**src/design/mfq_pkg.sv**
```systemverilog
`timescale 1ns / 1ps

package mfq_pkg;

    // default sizes
    localparam int DEF_NUM_LEVELS  = 5;
    localparam int DEF_QUEUE_DEPTH = 64;

    // field widths
    localparam int ACT_W   = 2;
    localparam int LVL_W   = 3;
    localparam int ID_W    = 6;
    localparam int ST_W    = 2;
    localparam int COUNT_W = 7;

    typedef logic [ACT_W-1:0]   t_action;
    typedef logic [LVL_W-1:0]   t_level;
    typedef logic [ID_W-1:0]    t_pid;
    typedef logic [ST_W-1:0]    t_status;
    typedef logic [COUNT_W-1:0] t_count;

    // action codes
    localparam t_action ACT_PUSH   = 2'd0;
    localparam t_action ACT_POP    = 2'd1;
    localparam t_action ACT_REMOVE = 2'd2;

    // status codes
    localparam t_status ST_OK        = 2'd0;
    localparam t_status ST_FULL      = 2'd1;
    localparam t_status ST_EMPTY     = 2'd2;
    localparam t_status ST_NOT_FOUND = 2'd3;

endpackage

```
**src/design/mfq_if.sv**
```systemverilog
`timescale 1ns / 1ps

// request channel: one action word
interface mfq_in_if;
    import mfq_pkg::*;

    logic    valid;
    logic    ready;
    t_action action;
    t_level  queue_level;
    t_pid    process_id;

    modport source (output valid, output action, output queue_level, output process_id,
                    input ready);
    modport sink   (input valid, input action, input queue_level, input process_id,
                    output ready);
endinterface

// response channel: one result word
interface mfq_out_if;
    import mfq_pkg::*;

    logic    valid;
    logic    ready;
    t_pid    popped_id;
    t_status status;
    t_count  level_count;

    modport source (output valid, output popped_id, output status, output level_count,
                    input ready);
    modport sink   (input valid, input popped_id, input status, input level_count,
                    output ready);
endinterface

```
**src/design/multilevel_fifo_with_removal.sv**
```systemverilog
`timescale 1ns / 1ps
// Push, unknown action or bad level: the accepted word goes straight to S_OUT and
// from there into the output register. Pop walks the level row in S_SHIFT; remove
// walks it in S_SCAN and, when found, again in S_SHIFT, both by the single read port.
// Throughput: one word at a time; the next word is taken once the current one
// has moved into the output register. Reset clears the level counts at once;
// the identifier store needs no clearing.
module multilevel_fifo_with_removal #(
    parameter int NUM_LEVELS  = mfq_pkg::DEF_NUM_LEVELS,
    parameter int QUEUE_DEPTH = mfq_pkg::DEF_QUEUE_DEPTH
) (
    input  logic      i_clk,
    input  logic      i_rst_n,
    mfq_in_if.sink    i_req,
    mfq_out_if.source o_rsp
);
    import mfq_pkg::*;

    localparam int LIX_W     = (NUM_LEVELS > 1) ? $clog2(NUM_LEVELS) : 1;
    localparam int CNT_W     = $clog2(QUEUE_DEPTH + 1);
    localparam int MEM_DEPTH = NUM_LEVELS * QUEUE_DEPTH;
    localparam int ADDR_W    = $clog2(MEM_DEPTH);

    localparam logic [1:0] S_IDLE  = 2'd0;
    localparam logic [1:0] S_SCAN  = 2'd1;
    localparam logic [1:0] S_SHIFT = 2'd2;
    localparam logic [1:0] S_OUT   = 2'd3;

    logic [1:0]        r_state;
    logic [CNT_W-1:0]  r_counts [NUM_LEVELS];
    logic [ID_W-1:0]   r_store [MEM_DEPTH];
    logic [ID_W-1:0]   r_rdata;

    t_action           r_act;
    t_pid              r_id;
    logic [LIX_W-1:0]  r_lvl;
    logic [ADDR_W-1:0] r_base;
    logic [CNT_W-1:0]  r_cnt;
    logic [CNT_W-1:0]  r_pos;
    logic              r_found;
    t_pid              r_popped;
    t_status           r_status;

    logic [CNT_W-1:0]  r_rd_idx;
    logic [CNT_W-1:0]  r_dq_idx;
    logic              r_dq_vld;

    logic              r_ovalid;
    t_pid              r_o_popped;
    t_status           r_o_status;
    t_count            r_o_count;

    logic              w_in_acc;
    logic              w_lvl_ok;
    logic [LIX_W-1:0]  w_lvl_idx;
    logic [CNT_W-1:0]  w_cnt_cur;
    logic [ADDR_W-1:0] w_base_in;
    logic              w_push_ok;
    logic              w_rd_en;
    logic [ADDR_W-1:0] w_rd_addr;
    logic              w_wr_en;
    logic [ADDR_W-1:0] w_wr_addr;
    logic [ID_W-1:0]   w_wr_data;
    logic              w_walk_done;

    // input decode
    assign i_req.ready = (r_state == S_IDLE);
    assign w_in_acc    = i_req.valid && i_req.ready;
    assign w_lvl_ok    = int'(i_req.queue_level) < NUM_LEVELS;
    assign w_lvl_idx   = LIX_W'(i_req.queue_level);
    assign w_cnt_cur   = w_lvl_ok ? r_counts[w_lvl_idx] : '0;
    assign w_base_in   = ADDR_W'(w_lvl_idx * QUEUE_DEPTH);
    assign w_push_ok   = w_lvl_ok && (w_cnt_cur != CNT_W'(QUEUE_DEPTH));

    // row walk read port, shared by scan and shift
    assign w_rd_en     = ((r_state == S_SCAN) || (r_state == S_SHIFT)) && (r_rd_idx < r_cnt);
    assign w_rd_addr   = r_base + ADDR_W'(r_rd_idx);
    assign w_walk_done = !w_rd_en && !r_dq_vld;

    // write port: tail append on push, move one slot forward on shift
    always_comb begin
        w_wr_en   = 1'b0;
        w_wr_addr = r_base + ADDR_W'(r_dq_idx - CNT_W'(1));
        w_wr_data = r_rdata;
        if (r_state == S_IDLE) begin
            w_wr_en   = w_in_acc && (i_req.action == ACT_PUSH) && w_push_ok;
            w_wr_addr = w_base_in + ADDR_W'(w_cnt_cur);
            w_wr_data = i_req.process_id;
        end else if (r_state == S_SHIFT) begin
            w_wr_en   = r_dq_vld && (r_dq_idx != r_pos);
        end
    end

    // identifier store
    always_ff @(posedge i_clk) begin
        if (w_wr_en) begin
            r_store[w_wr_addr] <= w_wr_data;
        end
        if (w_rd_en) begin
            r_rdata <= r_store[w_rd_addr];
        end
    end

    // sequencer
    always_ff @(posedge i_clk) begin
        if (!i_rst_n) begin
            r_state  <= S_IDLE;
            r_ovalid <= 1'b0;
            r_dq_vld <= 1'b0;
            r_counts <= '{default: '0};
        end else begin
            r_dq_vld <= w_rd_en;
            r_dq_idx <= r_rd_idx;
            if (w_rd_en) begin
                r_rd_idx <= r_rd_idx + CNT_W'(1);
            end
            if (r_ovalid && o_rsp.ready) begin
                r_ovalid <= 1'b0;
            end

            case (r_state)
                S_IDLE: begin
                    if (w_in_acc) begin
                        r_act    <= i_req.action;
                        r_id     <= i_req.process_id;
                        r_lvl    <= w_lvl_idx;
                        r_base   <= w_base_in;
                        r_cnt    <= w_cnt_cur;
                        r_pos    <= '0;
                        r_found  <= 1'b0;
                        r_popped <= '0;
                        r_rd_idx <= '0;
                        r_status <= ST_OK;
                        r_state  <= S_OUT;
                        case (i_req.action)
                            ACT_PUSH: begin
                                if (!w_push_ok) begin
                                    r_status <= ST_FULL;
                                end else begin
                                    r_cnt               <= w_cnt_cur + CNT_W'(1);
                                    r_counts[w_lvl_idx] <= w_cnt_cur + CNT_W'(1);
                                end
                            end
                            ACT_POP: begin
                                if (w_cnt_cur == '0) begin
                                    r_status <= ST_EMPTY;
                                end else begin
                                    r_state <= S_SHIFT;
                                end
                            end
                            ACT_REMOVE: begin
                                if (w_cnt_cur == '0) begin
                                    r_status <= ST_NOT_FOUND;
                                end else begin
                                    r_state <= S_SCAN;
                                end
                            end
                            default: ;
                        endcase
                    end
                end

                // find the last matching entry of the row
                S_SCAN: begin
                    if (r_dq_vld && (r_rdata == r_id)) begin
                        r_found <= 1'b1;
                        r_pos   <= r_dq_idx;
                    end
                    if (w_walk_done) begin
                        if (r_found) begin
                            r_rd_idx <= r_pos;
                            r_state  <= S_SHIFT;
                        end else begin
                            r_status <= ST_NOT_FOUND;
                            r_state  <= S_OUT;
                        end
                    end
                end

                // close the gap at r_pos; the head word is caught on pop
                S_SHIFT: begin
                    if (r_dq_vld && (r_dq_idx == r_pos) && (r_act == ACT_POP)) begin
                        r_popped <= r_rdata;
                    end
                    if (w_walk_done) begin
                        r_cnt           <= r_cnt - CNT_W'(1);
                        r_counts[r_lvl] <= r_cnt - CNT_W'(1);
                        r_state         <= S_OUT;
                    end
                end

                // hand the result to the output register
                S_OUT: begin
                    if (!r_ovalid || o_rsp.ready) begin
                        r_ovalid   <= 1'b1;
                        r_o_popped <= r_popped;
                        r_o_status <= r_status;
                        r_o_count  <= COUNT_W'(r_cnt);
                        r_state    <= S_IDLE;
                    end
                end

                default: r_state <= S_IDLE;
            endcase
        end
    end

    assign o_rsp.valid       = r_ovalid;
    assign o_rsp.popped_id   = r_o_popped;
    assign o_rsp.status      = r_o_status;
    assign o_rsp.level_count = r_o_count;

endmodule

```
**src/flat_wrapper.sv**
```systemverilog
// flat-port wrapper written by rule: the top's interface ports become plain ports
module multilevel_fifo_with_removal_flat import mfq_pkg::*;
#(
    parameter int NUM_LEVELS  = mfq_pkg::DEF_NUM_LEVELS,
    parameter int QUEUE_DEPTH = mfq_pkg::DEF_QUEUE_DEPTH
)
  (i_clk, i_rst_n, i_req_valid, i_req_action, i_req_queue_level, i_req_process_id, i_req_ready, o_rsp_valid, o_rsp_popped_id, o_rsp_status, o_rsp_level_count, o_rsp_ready);
  mfq_in_if i_req_i ();
  mfq_out_if o_rsp_i ();
  input  logic i_clk;
  input  logic i_rst_n;
  input wire logic [$bits(i_req_i.valid)-1:0] i_req_valid;
  input wire logic [$bits(i_req_i.action)-1:0] i_req_action;
  input wire logic [$bits(i_req_i.queue_level)-1:0] i_req_queue_level;
  input wire logic [$bits(i_req_i.process_id)-1:0] i_req_process_id;
  output wire logic [$bits(i_req_i.ready)-1:0] i_req_ready;
  output wire logic [$bits(o_rsp_i.valid)-1:0] o_rsp_valid;
  output wire logic [$bits(o_rsp_i.popped_id)-1:0] o_rsp_popped_id;
  output wire logic [$bits(o_rsp_i.status)-1:0] o_rsp_status;
  output wire logic [$bits(o_rsp_i.level_count)-1:0] o_rsp_level_count;
  input wire logic [$bits(o_rsp_i.ready)-1:0] o_rsp_ready;
  assign i_req_i.valid = i_req_valid;
  assign i_req_i.action = i_req_action;
  assign i_req_i.queue_level = i_req_queue_level;
  assign i_req_i.process_id = i_req_process_id;
  assign i_req_ready = i_req_i.ready;
  assign o_rsp_valid = o_rsp_i.valid;
  assign o_rsp_popped_id = o_rsp_i.popped_id;
  assign o_rsp_status = o_rsp_i.status;
  assign o_rsp_level_count = o_rsp_i.level_count;
  assign o_rsp_i.ready = o_rsp_ready;
  multilevel_fifo_with_removal #(.NUM_LEVELS(NUM_LEVELS), .QUEUE_DEPTH(QUEUE_DEPTH)) u_core (.i_clk(i_clk), .i_rst_n(i_rst_n), .i_req(i_req_i), .o_rsp(o_rsp_i));
endmodule
```
**config.mk**
```make
export PLATFORM = sky130hd
export DESIGN_NAME = multilevel_fifo_with_removal_flat
export DESIGN_NICKNAME = d
export VERILOG_FILES = /design/src/design/mfq_pkg.sv /design/src/design/mfq_if.sv /design/src/design/multilevel_fifo_with_removal.sv /design/src/flat_wrapper.sv
export SDC_FILE = /design/constraint.sdc
export NUM_CORES = 2
export LEC_CHECK = 0
export BUFFER_PORTS_ARGS = -buffer_cell sky130_fd_sc_hd__buf_2
export CAP_MARGIN = 15
export CORE_ASPECT_RATIO = 0.8
export CORE_MARGIN = 2
export CORE_UTILIZATION = 43
export DETAILED_ROUTE_END_ITERATION = 8
export GPL_TIMING_DRIVEN = 0
export SYNTH_ARGS = -nofsm -noshare
export SYNTH_HDL_FRONTEND = slang
export SYNTH_SLANG_ARGS = --single-unit
```
**constraint.sdc**
```tcl
create_clock -name i_clk -period 8.53 [get_ports i_clk]
set_clock_uncertainty 0.15 [all_clocks]
set_input_delay 1.2795 -clock i_clk [delete_from_list [all_inputs] [get_ports i_clk]]
set_output_delay 1.2795 -clock i_clk [all_outputs]
set_load 0.01 [all_outputs]
```
After elaboration in Yosys (flattened, before gate mapping) --
Memory sizes are Yosys's and may differ from the RTL's. A register that Yosys moved wholly into a read port is not among the register bits. Cells that the tools add are included.
Word-level totals: memories kept 1, memory bits (writable) 1920, bits in registers 102
Memory list:
- u_core.r_store | words 320, bits a word 6, read ports 1, clocked after Yosys merged registers in 1, write ports 1, line multilevel_fifo_with_removal.sv:31 | logic [ID_W-1:0] r_store [MEM_DEPTH];
Operators by class: reductions and logical operators 31, $lt $le $gt $ge 6, add/subtract/negate cells 7, muxes and demuxes 60, equal/unequal tests 19, bitwise gates (word level) 2
Operator list (number):
- 35-bit 2-to-1 mux | 4
- 7-bit 2-to-1 mux | 15
- 35-bit bitwise mux | 2
- 35-bit one-hot mux with 2 select lines | 1
- 7-bit demux with 3-bit select | 2
- 7-bit one-hot mux with 2 select lines | 3
- 7-bit binary-select mux with 3-bit select | 1
- 2-bit 2-to-1 mux | 10
- 9-bit by 7-bit adder with 9-bit output | 2
- 6-bit 2-to-1 mux | 3
- 4-bit AND reduction | 4
- 7-bit by 1-bit adder with 7-bit output (second input constant) | 2
- 1-bit logical AND | 13
- 1-bit 2-to-1 mux | 12
- 2-bit != test (second input constant) | 6
- 6-bit one-hot mux with 2 select lines | 1
- 5-bit AND reduction | 2
- 9-bit adder | 1
- 9-bit 2-to-1 mux | 1
- 4-bit >= comparator (second input constant) | 2
- 4-bit by 1-bit < comparator with 1-bit output (second input constant) | 2
- 3-bit NOT with 4-bit output | 2
- 2-bit one-hot mux with 2 select lines | 2
- 2-bit one-hot mux with 4 select lines | 1
- 19 further kinds | 31

Depth between registers and ports, before layout --
depth after elaboration 11, depth in mapped cells 14, mapped depth without buffers 13

Worst setup path before layout --
Ideal clock, no wire load.
path type register to register, start register u_core.r_state[0], end memory u_core.r_store[0][0], data pin, slack 3946 ps, setup time 645 ps, clock period less this slack 4584 ps, cell stages (with the launch flop) 7, data required time 7735 ps, arrival time 3789 ps, path through dfxtp_1 inv_1 ha_1 clkbuf_1 clkbuf_1 buf_1 mux2_2
Between the ends: longest elaborated chain between the ends 2
Ends and longest elaborated chain:
- start, declared | line multilevel_fifo_with_removal.sv:29 | logic [1:0] r_state;
- start signal, assigned | line multilevel_fifo_with_removal.sv:107 | r_state <= S_IDLE;
- start signal, assigned | line multilevel_fifo_with_removal.sv:134 | r_state <= S_OUT;
- start signal, assigned | line multilevel_fifo_with_removal.sv:148 | r_state <= S_SHIFT;
- 2-bit logical NOT
- named net i_req_ready | line flat_wrapper.sv:16 | output wire logic [$bits(i_req_i.ready)-1:0] i_req_ready;
- 6-bit 2-to-1 mux | line multilevel_fifo_with_removal.sv:85 | if (r_state == S_IDLE) begin
- named net u_core.w_wr_data[0] | line multilevel_fifo_with_removal.sv:63 | logic [ID_W-1:0] w_wr_data;
- end, declared | line multilevel_fifo_with_removal.sv:31
The timed path passes the listed nets, and every way through them passes these cells.

Worst setup path after layout --
start register u_core.r_rd_idx[3], end register u_core.r_rdata[4], read port of u_core.r_store, data pin
Between the ends: longest elaborated chain between the ends 2, elaborated cells on any way between the ends 3, those cells by class 1 x add/sub; 1 x order compare; 1 x reduce/logical
Ends and longest elaborated chain:
- start, declared | line multilevel_fifo_with_removal.sv:44 | logic [CNT_W-1:0] r_rd_idx;
- start signal, assigned | line multilevel_fifo_with_removal.sv:115 | r_rd_idx <= r_rd_idx + CNT_W'(1);
- start signal, assigned | line multilevel_fifo_with_removal.sv:171 | r_rd_idx <= r_pos;
- parallel branches: the longest is 2 deep, another holds 9-bit by 7-bit adder with 9-bit output
- end, declared | line multilevel_fifo_with_removal.sv:32 | logic [ID_W-1:0] r_rdata;
Parallel ways; which one is timed is not known. A chain may end at the register's enable or synchronous reset.

==> flow_metrics.env <==
export IMPL_outcome="finished clean"
export IMPL_clk_path_buf_depth=3
export IMPL_synth_top_cell_area_share=0.7331
export IMPL_crit_family="buffers and inverters"
export IMPL_syn_nets=4348
export IMPL_clk_pin_slew_ns=0.07
export IMPL_cp_required_ns=8.89
export IMPL_drt_pre_antenna_iters=6
export IMPL_numCtsBuffers=192
export IMPL_wl_per_cell_um=37.92
export IMPL_antenna_found_initial=26
export IMPL_whs_ns=0.2678
export IMPL_antenna_left=0
export IMPL_critPathArrivalTime_ns=6.40
export IMPL_start_util=0.4338
export IMPL_synth_async_reset_ratio=0
export IMPL_track_usage=0.2803
export IMPL_yosysTopAreaCell="edfxtp_1"
export IMPL_coreArea_sq_mm=0.1878
export IMPL_dp_hpwl_mm=184.4
export IMPL_grt_setup_unrepaired="false"
export IMPL_place_congestion=1.034
export IMPL_peakVddDrop_v=0.0003170
export IMPL_synth_area_leaders="edfxtp_1 (73%), mux4_2 (10%), mux2i_1 (3.2%), nor2_1 (1.8%), dfxtp_1 (0.96%)"
export IMPL_cts_sinks=2028
export IMPL_syn2layout_area_growth_pct=12.61
export IMPL_die_h_um=393.3
export IMPL_num_rows=142
export IMPL_wl_met3_mm=40.70
export IMPL_finalWorstSetupSlack_ns=2.488
export IMPL_vias=46778
export IMPL_critPathMaxFanout=11
export IMPL_fmax_mhz=165.5
export IMPL_hold_buffers=0
export IMPL_top_layer="met5"
export IMPL_end_kind="flop"
export IMPL_wl_met1_mm=110.7
export IMPL_io_buffers=31
export IMPL_setup_viol=0
export IMPL_drv_slew=0
export IMPL_cp_num_buf_inv=4
export IMPL_drc=0
export IMPL_htreeDepth=4
export IMPL_wl_met2_mm=112.9
export IMPL_ys_seq_elements=2028
export IMPL_post_cts_buffers=0
export IMPL_p_per_area_mw_per_mm2=357.4
export IMPL_finalCritPeriodShare=0.7083
export IMPL_grt_pass1_wl_mm=369.6
export IMPL_finalHoldViolCount=0
export IMPL_grt_pass1_vias=43554
export IMPL_nets=4607
export IMPL_crit_type="flop to flop"
export IMPL_drt_iter0_drc=8716
export IMPL_synth_cell_types=80
export IMPL_yosysWarnings=0
export IMPL_synth_top_flop_cell="edfxtp_1"
export IMPL_die_area_sq_mm=0.1930
export IMPL_p_leak_nw=28.51
export IMPL_critPathLaunchType="flop"
export IMPL_grt_max_degree=152
export IMPL_fin_area_sq_mm=0.09175
export IMPL_hp_class="flop to flop"
export IMPL_postRouteWirelength_mm=275.0
export IMPL_tns_ns=0
export IMPL_cts_root_buf="clkbuf_16"
export IMPL_place_area_sq_mm=0.08559
export IMPL_slowest_stage="edfxtp_1"
export IMPL_synth_area_per_cell_sq_um=18.91
export IMPL_cpPeakStageDelay_ns=0.86
export IMPL_ios=32
export IMPL_synth_seq_area_share=0.7427
export IMPL_gr_total_overflow=0
export IMPL_synth_edf_count=1989
export IMPL_insertion_delay_ns=0.85
export IMPL_ys_top_cells_by_count="edfxtp_1 (1989), nor2_1 (383), mux4_2 (368)"
export IMPL_max_cap_viol_count=0
export IMPL_finalCriticalPeriod_ns=6.042
export IMPL_cp_cell_sequence="buf_2 -> buf_2 -> clkbuf_2 -> clkbuf_2 -> o211ai_1 -> a32oi_1 -> nand3_1 -> nor3_1"
export IMPL_slew_headroom=0.06434
export IMPL_routed_via_density=6.450
export IMPL_syn_inst=4308
export IMPL_cts_tree="built"
export IMPL_netlist_area_sq_mm=0.08147
export IMPL_worstMarginPinSlew_ns=1.403
export IMPL_drive_gt1_frac=0.2041
export IMPL_place_ws_ns=2.223
export IMPL_dieWidth_um=490.7
export IMPL_yosysMostFrequentCell="edfxtp_1"
export IMPL_cts_resized_gates=0
## through the flow
stage / power (mW) / util / instances
6_report: 32.80 / 0.4886 / 7252
5_1_grt: 33.26 / 0.4885 / 7244
4_1_cts: 32.39 / 0.4883 / 7240
3_5_place_dp: 24.01 / 0.4557 / 6890
3_3_place_gp: 23.97 / 0.4515 / 6859
2_1_floorplan: 18.66 / - / 4308
## layer usage
| layer | global-route usage | vias up |
|---|---|---|
| li1 | - | 18131 |
| met1 | 0.4144 | 24574 |
| met2 | 0.3794 | 3516 |
| met3 | 0.1010 | 545 |
| met4 | 0.1000 | 12 |
| met5 | 0 | - |
## worst paths after layout
kind | endpoint | slack, ns | depth (start not counted) | start
max | u_core.r_rdata[4]$_DFFE_PN_ | 2.49 | 8 | u_core.r_rd_idx[3]$_DFFE_PP_
max reg2reg | u_core.r_rdata[4]$_DFFE_PN_ | 2.49 | 8 | u_core.r_rd_idx[3]$_DFFE_PP_
min reg2reg | u_core.o_rsp.status[1]$_DFFE_PP_ | 0.27 | 0 | u_core.r_status[1]$_SDFFCE_PP1P_
min | u_core.o_rsp.status[1]$_DFFE_PP_ | 0.27 | 0 | u_core.r_status[1]$_SDFFCE_PP1P_
## kinds of logic after synthesis
logic type                 after synthesis  synth area share
buffers and inverters                  284           0.02101
AOI/OAI and AO/OA                      500           0.04395
xor gates and xnor gates                41          0.004408
and+or+nand+nor                        734           0.03956
adders and majority gates               25          0.003931
DFF                                   2028            0.7427
muxes                                  696            0.1445
## sequential cells by signal, summed over array words and instances, names as in the netlist, 3 cells and up
name                      flops
u_core.o_rsp.level_count      7
u_core.o_rsp.popped_id        6
u_core.r_cnt                  7
u_core.r_counts              35
u_core.r_dq_idx               7
u_core.r_id                   6
u_core.r_lvl                  3
u_core.r_popped               6
u_core.r_pos                  7
u_core.r_rd_idx               7
u_core.r_rdata                6
u_core.r_store             1920
## area by class of cell
class	instances	area, sq um
plain buffers	257	1630
repair buffers	65	850.8
clock buffers	253	5107
diodes	9	22.52
multi-input cells	1996	19370
well taps	2520	3153
clock inverters	97	1011
inverters	27	101.3
fillers	15578	96050
flip-flops and latches	2028	60510
## report_power, final
group          internal, mW  switching (mW)  total, mW  leakage (nW)
sequential             12.5           0.124       12.6          18.2
combinational          3.40            8.21       11.6          7.33
clock                  4.73            3.81       8.54          2.96
## cell usage in the layout (no fill, tap or decap), drive strengths merged, types with 15 or more instances in the layout
master	count
nand2b	18
a22oi	28
a21oi	106
o22ai	78
a22o	21
edfxtp	1989
a2111oi	15
a221oi	27
mux2i	264
bufinv	17
nor3	76
nor2b	20
dfxtp	39
buf	251
xnor2	27
nor2	384
nand2	133
clkbuf	324
ha	24
clkinv	70
o21ai	33
a211oi	52
and2	24
nand3	21
o22a	17
and3	15
mux2	56
o221ai	42
inv	31
mux4	376
(Power assumes the default switching activity.)
